<file path="config.mk">
export PLATFORM = sky130hd
export DESIGN_NAME = bitmap_block_allocator_unit
export DESIGN_NICKNAME = d
export VERILOG_FILES = /design/src/rtl/core/bba_pkg.sv /design/src/rtl/core/bba_divider.sv /design/src/rtl/core/bba_used_map.sv /design/src/rtl/core/bba_len_ram.sv /design/src/rtl/core/bitmap_block_allocator_unit.sv
export SDC_FILE = /design/constraint.sdc
export NUM_CORES = 2
export LEC_CHECK = 0
export BUFFER_PORTS_ARGS = -buffer_cell sky130_fd_sc_hd__buf_2
export CELL_PAD_IN_SITES_DETAIL_PLACEMENT = 2
export CELL_PAD_IN_SITES_GLOBAL_PLACEMENT = 2
export CORE_MARGIN = 5
export CORE_UTILIZATION = 40
export DETAILED_ROUTE_END_ITERATION = 6
export HOLD_SLACK_MARGIN = 0.15
export PLACE_DENSITY = 0.84
export SETUP_SLACK_MARGIN = 0.3
export SLEW_MARGIN = 40
export SYNTH_ARGS = -nofsm -noshare
export SYNTH_HDL_FRONTEND = slang
export SYNTH_SLANG_ARGS = --single-unit
</file>
<file path="constraint.sdc">
create_clock -name clk -period 10.7 [get_ports clk]
set_input_delay 2.14 -clock clk [delete_from_list [all_inputs] [get_ports clk]]
set_output_delay 2.14 -clock clk [all_outputs]
set_load 0.05 [all_outputs]
</file>
<file path="src/rtl/core/bba_pkg.sv">
// bitmap block allocator: shared types, codes and constants
// no dependencies
package bba_pkg;

  localparam int unsigned HDR_BYTES = 2;
  localparam int unsigned ADDR_W = 32;
  localparam int unsigned BS_W = 17;
  localparam int unsigned SIZE_W = 24;
  localparam int unsigned CNT_W = 9;
  localparam logic [BS_W-1:0] BS_MIN = 17'd4;
  localparam logic [BS_W-1:0] BS_MAX = 17'd65536;
  localparam logic [BS_W-1:0] BS_RESET = 17'd64;

  typedef enum logic [1:0] {
    ST_OK = 2'd0,
    ST_NO_SPACE = 2'd1,
    ST_DOUBLE_FREE = 2'd2,
    ST_OUT_OF_HEAP = 2'd3
  } status_t;

  typedef enum logic {
    REG_HEAP_BASE = 1'b0,
    REG_BLOCK_SIZE = 1'b1
  } reg_idx_t;

  typedef enum logic [3:0] {
    S_IDLE,
    S_CLEAR,
    S_DIV,
    S_A_CHECK,
    S_A_SCAN,
    S_A_MARK,
    S_A_MUL,
    S_F_LEN,
    S_F_CHECK,
    S_F_CLEAR,
    S_DONE
  } fsm_t;

  // result word
  typedef struct packed {
    logic [CNT_W-1:0] blocks_count;
    logic [ADDR_W-1:0] result_address;
    status_t status;
  } res_t;

  // map port request
  typedef struct packed {
    logic we;
    logic wdata;
  } map_ctl_t;

endpackage

</file>
<file path="src/rtl/core/bba_divider.sv">
// bitmap block allocator: restoring divider, one quotient bit a cycle
// depends on bba_pkg
module bba_divider import bba_pkg::*; (
  input  logic              clk,
  input  logic              rst_n,
  input  logic              start,
  input  logic [ADDR_W-1:0] dividend,
  input  logic [BS_W-1:0]   divisor,
  output logic              done,
  output logic [ADDR_W-1:0] quotient
);

  logic [ADDR_W-1:0] q_r, q_nxt;
  logic [BS_W:0] rem_r, rem_nxt;
  logic [5:0] cnt_r, cnt_nxt;
  logic busy_r, busy_nxt;
  logic [BS_W:0] trial;

  always_comb begin
    q_nxt = q_r;
    rem_nxt = rem_r;
    cnt_nxt = cnt_r;
    busy_nxt = busy_r;
    trial = {rem_r[BS_W-1:0], q_r[ADDR_W-1]};
    if (start) begin
      q_nxt = dividend;
      rem_nxt = '0;
      cnt_nxt = 6'(ADDR_W);
      busy_nxt = 1'b1;
    end else if (busy_r) begin
      if (trial >= {1'b0, divisor}) begin
        rem_nxt = trial - {1'b0, divisor};
        q_nxt = {q_r[ADDR_W-2:0], 1'b1};
      end else begin
        rem_nxt = trial;
        q_nxt = {q_r[ADDR_W-2:0], 1'b0};
      end
      cnt_nxt = cnt_r - 6'd1;
      if (cnt_r == 6'd1) busy_nxt = 1'b0;
    end
  end

  always_ff @(posedge clk) begin
    q_r <= q_nxt;
    rem_r <= rem_nxt;
    if (!rst_n) begin
      cnt_r <= '0;
      busy_r <= 1'b0;
    end else begin
      cnt_r <= cnt_nxt;
      busy_r <= busy_nxt;
    end
  end

  assign done = busy_r && (cnt_r == 6'd1);
  assign quotient = q_nxt;

endmodule

</file>
<file path="src/rtl/core/bba_used_map.sv">
// bitmap block allocator: used-bit memory, registered read
// depends on bba_pkg
module bba_used_map import bba_pkg::*; #(
  parameter int unsigned DEPTH = 256,
  parameter int unsigned AW = 8
) (
  input  logic          clk,
  input  map_ctl_t      ctl,
  input  logic [AW-1:0] waddr,
  input  logic [AW-1:0] raddr,
  output logic          rdata
);

  logic mem [DEPTH];

  always_ff @(posedge clk) begin
    if (ctl.we) mem[waddr] <= ctl.wdata;
    rdata <= mem[raddr];
  end

endmodule

</file>
<file path="src/rtl/core/bba_len_ram.sv">
// bitmap block allocator: run length memory, registered read
// depends on bba_pkg
module bba_len_ram import bba_pkg::*; #(
  parameter int unsigned DEPTH = 256,
  parameter int unsigned AW = 8,
  parameter int unsigned LW = 9
) (
  input  logic          clk,
  input  logic          we,
  input  logic [AW-1:0] waddr,
  input  logic [LW-1:0] wdata,
  input  logic [AW-1:0] raddr,
  output logic [LW-1:0] rdata
);

  logic [LW-1:0] mem [DEPTH];

  always_ff @(posedge clk) begin
    if (we) mem[waddr] <= wdata;
    rdata <= mem[raddr];
  end

endmodule

</file>
<file path="src/rtl/core/bitmap_block_allocator_unit.sv">
// Bitmap next-fit block allocator over NUM_BLOCKS fixed blocks. After reset a clearing
// pass frees the used map; no word is taken meanwhile.
// An allocate runs the size division, then checks each candidate position and tests
// its blocks in the used map (one map read per cycle), then marks the run and
// computes the address with a shift-add multiply. A free runs the index division,
// reads the run length, then checks and clears the run. The used-map port (one bit
// per cycle) and the shared serial divider bound the speed of both. The result word
// is offered the cycle after the last step and held until taken; only then is the
// next word taken.
// Configuration is taken only while idle with no word offered.
// Depends on bba_pkg, bba_divider, bba_used_map, bba_len_ram.
module bitmap_block_allocator_unit import bba_pkg::*; #(
  parameter int unsigned NUM_BLOCKS = 256
) (
  input  logic        clk,
  input  logic        rst_n,
  input  logic        in_tvalid,
  output logic        in_tready,
  input  logic [55:0] in_tdata,  // alloc_size[23:0], free_address[55:24]
  input  logic        in_tuser,  // mode
  output logic        out_tvalid,
  input  logic        out_tready,
  output logic [47:0] out_tdata, // status[1:0], result_address[33:2], blocks_count[42:34]
  input  logic        cfg_valid,
  output logic        cfg_ready,
  input  logic        cfg_index,
  input  logic [31:0] cfg_data
);

  localparam int unsigned AW = (NUM_BLOCKS > 2) ? $clog2(NUM_BLOCKS) : 1;
  localparam int unsigned PW = $clog2(NUM_BLOCKS + 1);
  localparam int unsigned LW = PW;
  localparam logic [PW-1:0] NB = PW'(NUM_BLOCKS);

  fsm_t st_r, st_nxt;
  logic [ADDR_W-1:0] base_r;
  logic [BS_W-1:0] bsz_r, bs_eff;
  logic mode_r;
  logic [PW-1:0] ptr_r, ptr_nxt, n_r, n_nxt, pos_r, pos_nxt, k_r, k_nxt;
  logic wrapped_r, wrapped_nxt;
  logic [PW-1:0] clr_r;
  res_t res_r, res_nxt;
  logic [ADDR_W+BS_W-1:0] mul_acc_r;
  logic [ADDR_W-1:0] mul_a_r;
  logic [BS_W-1:0] mul_b_r;
  logic [5:0] mul_cnt_r;
  logic [ADDR_W-1:0] idx_r;

  logic div_start, div_done;
  logic [ADDR_W-1:0] div_dividend, div_q;
  map_ctl_t mctl;
  logic [AW-1:0] mwaddr, mraddr, lraddr;
  logic mrdata, lwe;
  logic [LW-1:0] lrdata;
  logic rd_pend_r;
  logic [PW:0] end_pos;
  logic [PW-1:0] wrap_lim;

  assign bs_eff = (bsz_r < BS_MIN) ? BS_MIN : ((bsz_r > BS_MAX) ? BS_MAX : bsz_r);

  bba_divider u_div (
    .clk(clk), .rst_n(rst_n), .start(div_start), .dividend(div_dividend),
    .divisor(bs_eff), .done(div_done), .quotient(div_q)
  );

  bba_used_map #(.DEPTH(NUM_BLOCKS), .AW(AW)) u_map (
    .clk(clk), .ctl(mctl), .waddr(mwaddr), .raddr(mraddr), .rdata(mrdata)
  );

  bba_len_ram #(.DEPTH(NUM_BLOCKS), .AW(AW), .LW(LW)) u_len (
    .clk(clk), .we(lwe), .waddr(pos_r[AW-1:0]), .wdata(n_r),
    .raddr(lraddr), .rdata(lrdata)
  );

  assign in_tready = (st_r == S_IDLE);
  assign out_tvalid = (st_r == S_DONE);
  assign out_tdata = {5'd0, res_r};
  assign cfg_ready = (st_r == S_IDLE) && !in_tvalid;

  // map read address: current block of the run under test
  logic [PW:0] cur;
  assign cur = {1'b0, pos_r} + {1'b0, k_nxt};
  assign mraddr = cur[AW-1:0];
  // quotient holds after the division, so the length read starts on its last cycle
  assign lraddr = div_q[AW-1:0];
  assign end_pos = {1'b0, pos_r} + {1'b0, n_r};
  assign wrap_lim = wrapped_r ? ptr_r : NB;

  always_comb begin
    st_nxt = st_r;
    ptr_nxt = ptr_r;
    n_nxt = n_r;
    pos_nxt = pos_r;
    k_nxt = k_r;
    wrapped_nxt = wrapped_r;
    res_nxt = res_r;
    case (st_r)
      S_CLEAR: if (clr_r == NB - PW'(1)) st_nxt = S_IDLE;
      S_IDLE: if (in_tvalid) begin
        st_nxt = S_DIV;
        k_nxt = '0;
        res_nxt = '{blocks_count: '0, result_address: '0, status: ST_OK};
      end
      S_DIV: if (div_done) begin
        if (!mode_r) begin
          if (div_q >= ADDR_W'(NUM_BLOCKS)) begin
            res_nxt.status = ST_NO_SPACE;
            st_nxt = S_DONE;
          end else begin
            n_nxt = PW'(div_q) + PW'(1);
            pos_nxt = ptr_r;
            wrapped_nxt = 1'b0;
            k_nxt = '0;
            st_nxt = S_A_CHECK;
          end
        end else if (div_q >= ADDR_W'(NUM_BLOCKS)) begin
          res_nxt.status = ST_OUT_OF_HEAP;
          st_nxt = S_DONE;
        end else begin
          pos_nxt = PW'(div_q);
          k_nxt = '0;
          st_nxt = S_F_LEN;
        end
      end
      S_A_CHECK: begin
        // candidate pos_r must satisfy pos < limit and pos + n <= NUM_BLOCKS
        if (pos_r >= wrap_lim || end_pos > {1'b0, NB}) begin
          if (!wrapped_r) begin
            wrapped_nxt = 1'b1;
            pos_nxt = '0;
            k_nxt = '0;
          end else begin
            res_nxt.status = ST_NO_SPACE;
            st_nxt = S_DONE;
          end
        end else begin
          k_nxt = '0;
          st_nxt = S_A_SCAN;
        end
      end
      S_A_SCAN: if (rd_pend_r) begin
        if (mrdata) begin
          pos_nxt = pos_r + n_r;
          k_nxt = '0;
          st_nxt = S_A_CHECK;
        end else if (k_r == n_r - PW'(1)) begin
          k_nxt = '0;
          st_nxt = S_A_MARK;
        end else k_nxt = k_r + PW'(1);
      end
      S_A_MARK: begin
        if (k_r == n_r - PW'(1)) begin
          ptr_nxt = end_pos[PW-1:0];
          res_nxt.blocks_count = CNT_W'(n_r);
          st_nxt = S_A_MUL;
        end else k_nxt = k_r + PW'(1);
      end
      S_A_MUL: if (mul_cnt_r == 6'd0) begin
        res_nxt.result_address = base_r + mul_acc_r[ADDR_W-1:0] + ADDR_W'(HDR_BYTES);
        st_nxt = S_DONE;
      end
      S_F_LEN: if (rd_pend_r) begin
        pos_nxt = PW'(idx_r);
        n_nxt = (lrdata > NB - PW'(idx_r)) ? NB - PW'(idx_r) : lrdata;
        k_nxt = '0;
        st_nxt = S_F_CHECK;
        if (n_nxt == '0) st_nxt = S_DONE;
      end
      S_F_CHECK: if (rd_pend_r) begin
        if (!mrdata) begin
          res_nxt.status = ST_DOUBLE_FREE;
          st_nxt = S_DONE;
        end else if (k_r == n_r - PW'(1)) begin
          k_nxt = '0;
          st_nxt = S_F_CLEAR;
        end else k_nxt = k_r + PW'(1);
      end
      S_F_CLEAR: begin
        if (k_r == n_r - PW'(1)) begin
          res_nxt.blocks_count = CNT_W'(n_r);
          st_nxt = S_DONE;
        end else k_nxt = k_r + PW'(1);
      end
      S_DONE: if (out_tready) st_nxt = S_IDLE;
      default: st_nxt = S_IDLE;
    endcase
  end

  always_comb begin
    mctl = '{we: 1'b0, wdata: 1'b0};
    mwaddr = cur[AW-1:0];
    lwe = 1'b0;
    div_start = 1'b0;
    div_dividend = '0;
    case (st_r)
      S_CLEAR: begin
        mctl = '{we: 1'b1, wdata: 1'b0};
        mwaddr = clr_r[AW-1:0];
      end
      S_IDLE: begin
        div_start = in_tvalid;
        // allocate: (size+2-1)/bs gives n-1; free: block index
        div_dividend = in_tuser ? (in_tdata[55:24] - ADDR_W'(HDR_BYTES) - base_r)
                                : (ADDR_W'(in_tdata[23:0]) + ADDR_W'(HDR_BYTES - 1));
      end
      S_A_MARK: begin
        mctl = '{we: 1'b1, wdata: 1'b1};
        mwaddr = AW'({1'b0, pos_r} + {1'b0, k_r});
        lwe = (k_r == '0);
      end
      S_F_CLEAR: begin
        mctl = '{we: 1'b1, wdata: 1'b0};
        mwaddr = AW'({1'b0, pos_r} + {1'b0, k_r});
      end
      default: ;
    endcase
  end

  // a map read issued this cycle is valid next cycle
  logic rd_issue;
  assign rd_issue = (st_nxt == S_A_SCAN) || (st_nxt == S_F_CHECK) ||
                    (st_nxt == S_F_LEN);

  always_ff @(posedge clk) begin
    if (st_r == S_IDLE && in_tvalid) mode_r <= in_tuser;
    if (st_r == S_DIV && div_done) idx_r <= div_q;
    res_r <= res_nxt;
    n_r <= n_nxt;
    pos_r <= pos_nxt;
    k_r <= k_nxt;
    wrapped_r <= wrapped_nxt;
    // shift-add multiply pos*bs, one bit a cycle
    if (st_r == S_A_MARK && st_nxt == S_A_MUL) begin
      mul_acc_r <= '0;
      mul_a_r <= ADDR_W'(pos_r);
      mul_b_r <= bs_eff;
      mul_cnt_r <= 6'(BS_W);
    end else if (st_r == S_A_MUL && mul_cnt_r != 6'd0) begin
      if (mul_b_r[0]) mul_acc_r <= mul_acc_r + (ADDR_W+BS_W)'(mul_a_r);
      mul_a_r <= {mul_a_r[ADDR_W-2:0], 1'b0};
      mul_b_r <= mul_b_r >> 1;
      mul_cnt_r <= mul_cnt_r - 6'd1;
    end
    if (!rst_n) begin
      st_r <= S_CLEAR;
      clr_r <= '0;
      ptr_r <= '0;
      base_r <= '0;
      bsz_r <= BS_RESET;
      rd_pend_r <= 1'b0;
    end else begin
      st_r <= st_nxt;
      ptr_r <= ptr_nxt;
      rd_pend_r <= rd_issue && !(rd_pend_r && st_nxt == st_r && k_nxt == k_r);
      if (st_r == S_CLEAR) clr_r <= clr_r + PW'(1);
      if (cfg_valid && cfg_ready) begin
        case (reg_idx_t'(cfg_index))
          REG_HEAP_BASE: base_r <= cfg_data;
          REG_BLOCK_SIZE: bsz_r <= cfg_data[BS_W-1:0];
          default: ;
        endcase
      end
    end
  end

endmodule

</file>
==> flow_summary_export.csv <==
group,metric,value,unit
place,dp_hpwl,309000,microns
critical_path,crit_slowest_cell,"nand4_4",
critical_path,crit_cells,31,
synth,synth_edf_count,2658,
floorplan,pin_count,146,
timing,worst_slew_pin_slew,1.01,ns
cts,clock_path_buffers,4,
routing,drtIter0Drc,12700,
timing,rsz0062_at_grt,"false",
timing,fmax,0.100,GHz
cts,cts-root-buf,"clkbuf_16",
critical_path,crit_path_end,"u_map.mem[98]",
grt,grt_pass1_wl,788000,microns
layout,area_growth,13.3,%
critical_path,critPathLaunch,"in_tdata[25]",
critical_path,r2r-start,"base_r[1]",
power,leakage,48.4,nW
layout,layout_commonest_cell,"edfxtp_1",
routing,drc,1,
synth,ys_types,98,
critical_path,critPathKind,"in2reg",
power,p_sw,20.9,mW
critical_path,critPathArrivalTime,10.54,ns
place,placed_cells,14300,
power,seq_power_share,0.283,
grt,antenna_found_initial,29,
synth,synth_adder_area_share,0.0238,
synth,synth_top_family_by_area,"simple AND/OR/NAND/NOR gates",
outcome,status,"finished with violations",
critical_path,r2r_slack,1.47,ns
routing,antenna_left,0,
cts,clock_latency,0.97,ns
timing,fin_skew,0.0634,ns
power,finalPower,45.0,mW
synth,ys_async_sr_fraction,0,
critical_path,crit_buf_inv,4,
cts,cts_tree,"yes",
cts,hold_buffers,0,
critical_path,worstPathRequired,11.28,ns
power,combPwrFrac,0.469,
power,p_clk_frac,0.248,
routing,via_count,97700,
worst_hold_path,hp-class,"reg2reg",
synth,syn_inst,10500,
layout,regArea,84000,sq um
place,numPortBuffers,140,
synth,synth_warnings,0,
floorplan,start_util,0.401,
power,p_int,24.2,mW
synth,muxShareOfSynthArea,0.0266,
synth,ys_ff_latch,2866,
layout,multi_input_comb_area,38600,sq um
layout,final_nets,10800,
layout,stdcell_area,141000,sq um
layout,layout_common_cells,"edfxtp_1, nand2_1, nand3_1",
critical_path,cp_max_fo,32,
synth,syn_area,125000,sq um
job,drv_cap,0,
timing,hold_viol_final,0,
power,vdd_drop_max,0.484,mV
cts,cts_setup_buffers,0,
critical_path,max_stage_delay,0.59,ns
cts,cts.repair.resized,0,
synth,avgSynthCellArea,11.9,sq um
floorplan,rows,205,
floorplan,core,311000,sq um
routing,vias_per_cell,6.56,
timing,post-route-period-util,0.931,
layout,finalNonFillerCells,14900,
synth,synth_flop_cell,"edfxtp_1",
timing,fin_crit,9.96,ns
synth,synth_compound_area_frac,0.0745,
cts,cts_max_level,5,
place,globalplace.congestion,0.870,
grt,grt_overflow,0,
outcome,failed_checks,"DRC",
critical_path,rr_worst_depth,29,
critical_path,setup.worst_path.start_class,"input port",
cts,cts.sinks,2866,
synth,synth_xor_area_frac,0.0107,
routing,firstDrtPassIters,7,
grt,grt_max_degree,191,
routing,wl_per_cell,37.2,microns
timing,timing.hold.ws,0.480,ns
synth,yosys.area_share.simple,0.164,
layout,fillers,30600,
critical_path,cp_top_family,"compound AO/OA/AOI/OAI gates",
critical_path,crit_path_end_kind,"flop",
synth,yosysSeqAreaShare,0.673,
timing,setup_viol,0,
critical_path,rr_endpoint,"u_map.mem[98]",
power,p_per_area,318,nW/um^2
floorplan,fp.dieArea,323000,sq um
timing,drv_slew,0,
timing,setup-tns-final,0,ns
floorplan,die_y,569,microns
timing,slew_headroom,0.324,
cts,cts_inserted_buffers,313,
power,swShare,0.463,
layout,drive_gt1_frac,0.116,
routing,totalWireLength,554000,microns
cts,clk_pin_slew,0.06,ns
grt,grt_usage,0.331,
place,placed_cell_area,131000,sq um
grt,grt_pass1_vias,104000,
floorplan,die_x,569,microns
## cells in the mapped netlist, drive strengths merged (14+ instances only)
master	number	area [sq um]
o31ai	14	124
and3	246	1540
a21o	51	383
ha	226	2830
nand3	838	4200
nand2b	30	188
o22ai	97	607
nand4	41	302
nor2b	28	175
mux2	20	225
buf	247	1140
a21oi	291	1460
a311oi	235	2060
nand2	2602	9770
nor4	32	215
a31oi	235	1470
nor3	76	385
o211ai	14	120
or3	23	144
dfxtp	208	4160
mux4	81	1820
xnor2	97	850
mux2i	127	1270
a221oi	21	196
o21a	20	150
o221ai	21	184
inv	189	709
nor2	789	2970
edfxtp	2658	79800
xor2	55	482
o21ai	189	953
and2	34	213
a211oi	43	328
clkbuf	414	1550
## final cells by class
cell class,count,area share
sequential,2866,0.594
multi-input combinational,6778,0.273
clock buffer,406,0.0597
tap,4140,0.0366
timing repair buffer,338,0.0215
clock inverter,155,0.00982
inverter,194,0.00528
antenna,19,0.000336
## kinds of logic (layout without fill, tap and decap cells)
group / after synthesis / in the layout
compound gates: 1374 / 1374
xor+xnor: 152 / 152
fa+ha+maj: 233 / 233
buf+inv: 855 / 1093
flops: 2866 / 2866
mux: 228 / 228
other cells: 1 / 24
simple gates: 4786 / 4786
## power by group through the flow
stage	Clock [mW]	Sequential [mW]	Combinational, mW
2_1_floorplan	0	12.9	11.1
3_3_place_gp	0	12.9	17.8
3_5_place_dp	0	13.0	19.2
4_1_cts	11.2	12.7	20.2
5_1_grt	11.7	12.8	21.6
6_report	11.2	12.7	21.1
## worst min-delay path by stage
stage	from	end	slack, ns	cells after the start
2_1_floorplan	bsz_r[0]	bsz_r[0]	0.45	2
3_3_place_gp	mul_a_r[30]	mul_a_r[31]	0.46	2
3_5_place_dp	mul_a_r[31]	mul_a_r[31]	0.47	2
4_1_cts	mul_a_r[26]	mul_a_r[26]	0.48	2
5_1_grt	mul_a_r[23]	mul_a_r[24]	0.50	2
6_report	mul_a_r[25]	mul_a_r[26]	0.48	2
## metrics by stage
step	utilization	setup slack, ns
5_1_grt	0.454	0.354
4_1_cts	0.452	0.875
3_3_place_gp	0.418	0.644
6_report	0.454	0.739
3_5_place_dp	0.421	0.0540
2_1_floorplan	-	0.785
## state kept, by name (all words and copies together), names as in the netlist, 17 cells and up
| name | flops |
|---|---|
| u_map.mem | 256 |
| u_len.mem | 2304 |
| mul_acc_r | 32 |
| base_r | 32 |
| u_div.q_r | 32 |
| bsz_r | 17 |
| out_tdata | 43 |
| u_div.rem_r | 17 |
| mul_b_r | 17 |
| mul_a_r | 32 |
## per-layer routing
metal	up-vias	GRT usage	part of all wire
li1	38300	-	-
met1	50500	0.390	0.35
met2	6766	0.542	0.48
met3	2134	0.0867	0.099
met4	18	0.206	0.073
met5	-	0	0.00027
## worst reg2reg max path: cells and delay by family, from the launching register on
family	cells	cell delay, ns
flip-flops	1	0.55
buffers and inverters	2	0.16
AO/OA/AOI/OAI	15	3.71
XOR/XNOR	1	0.35
AND/OR/NAND/NOR	7	2.76
adder cells (fa/ha/maj)	4	1.33
Power figures use the tool's default switching activity.
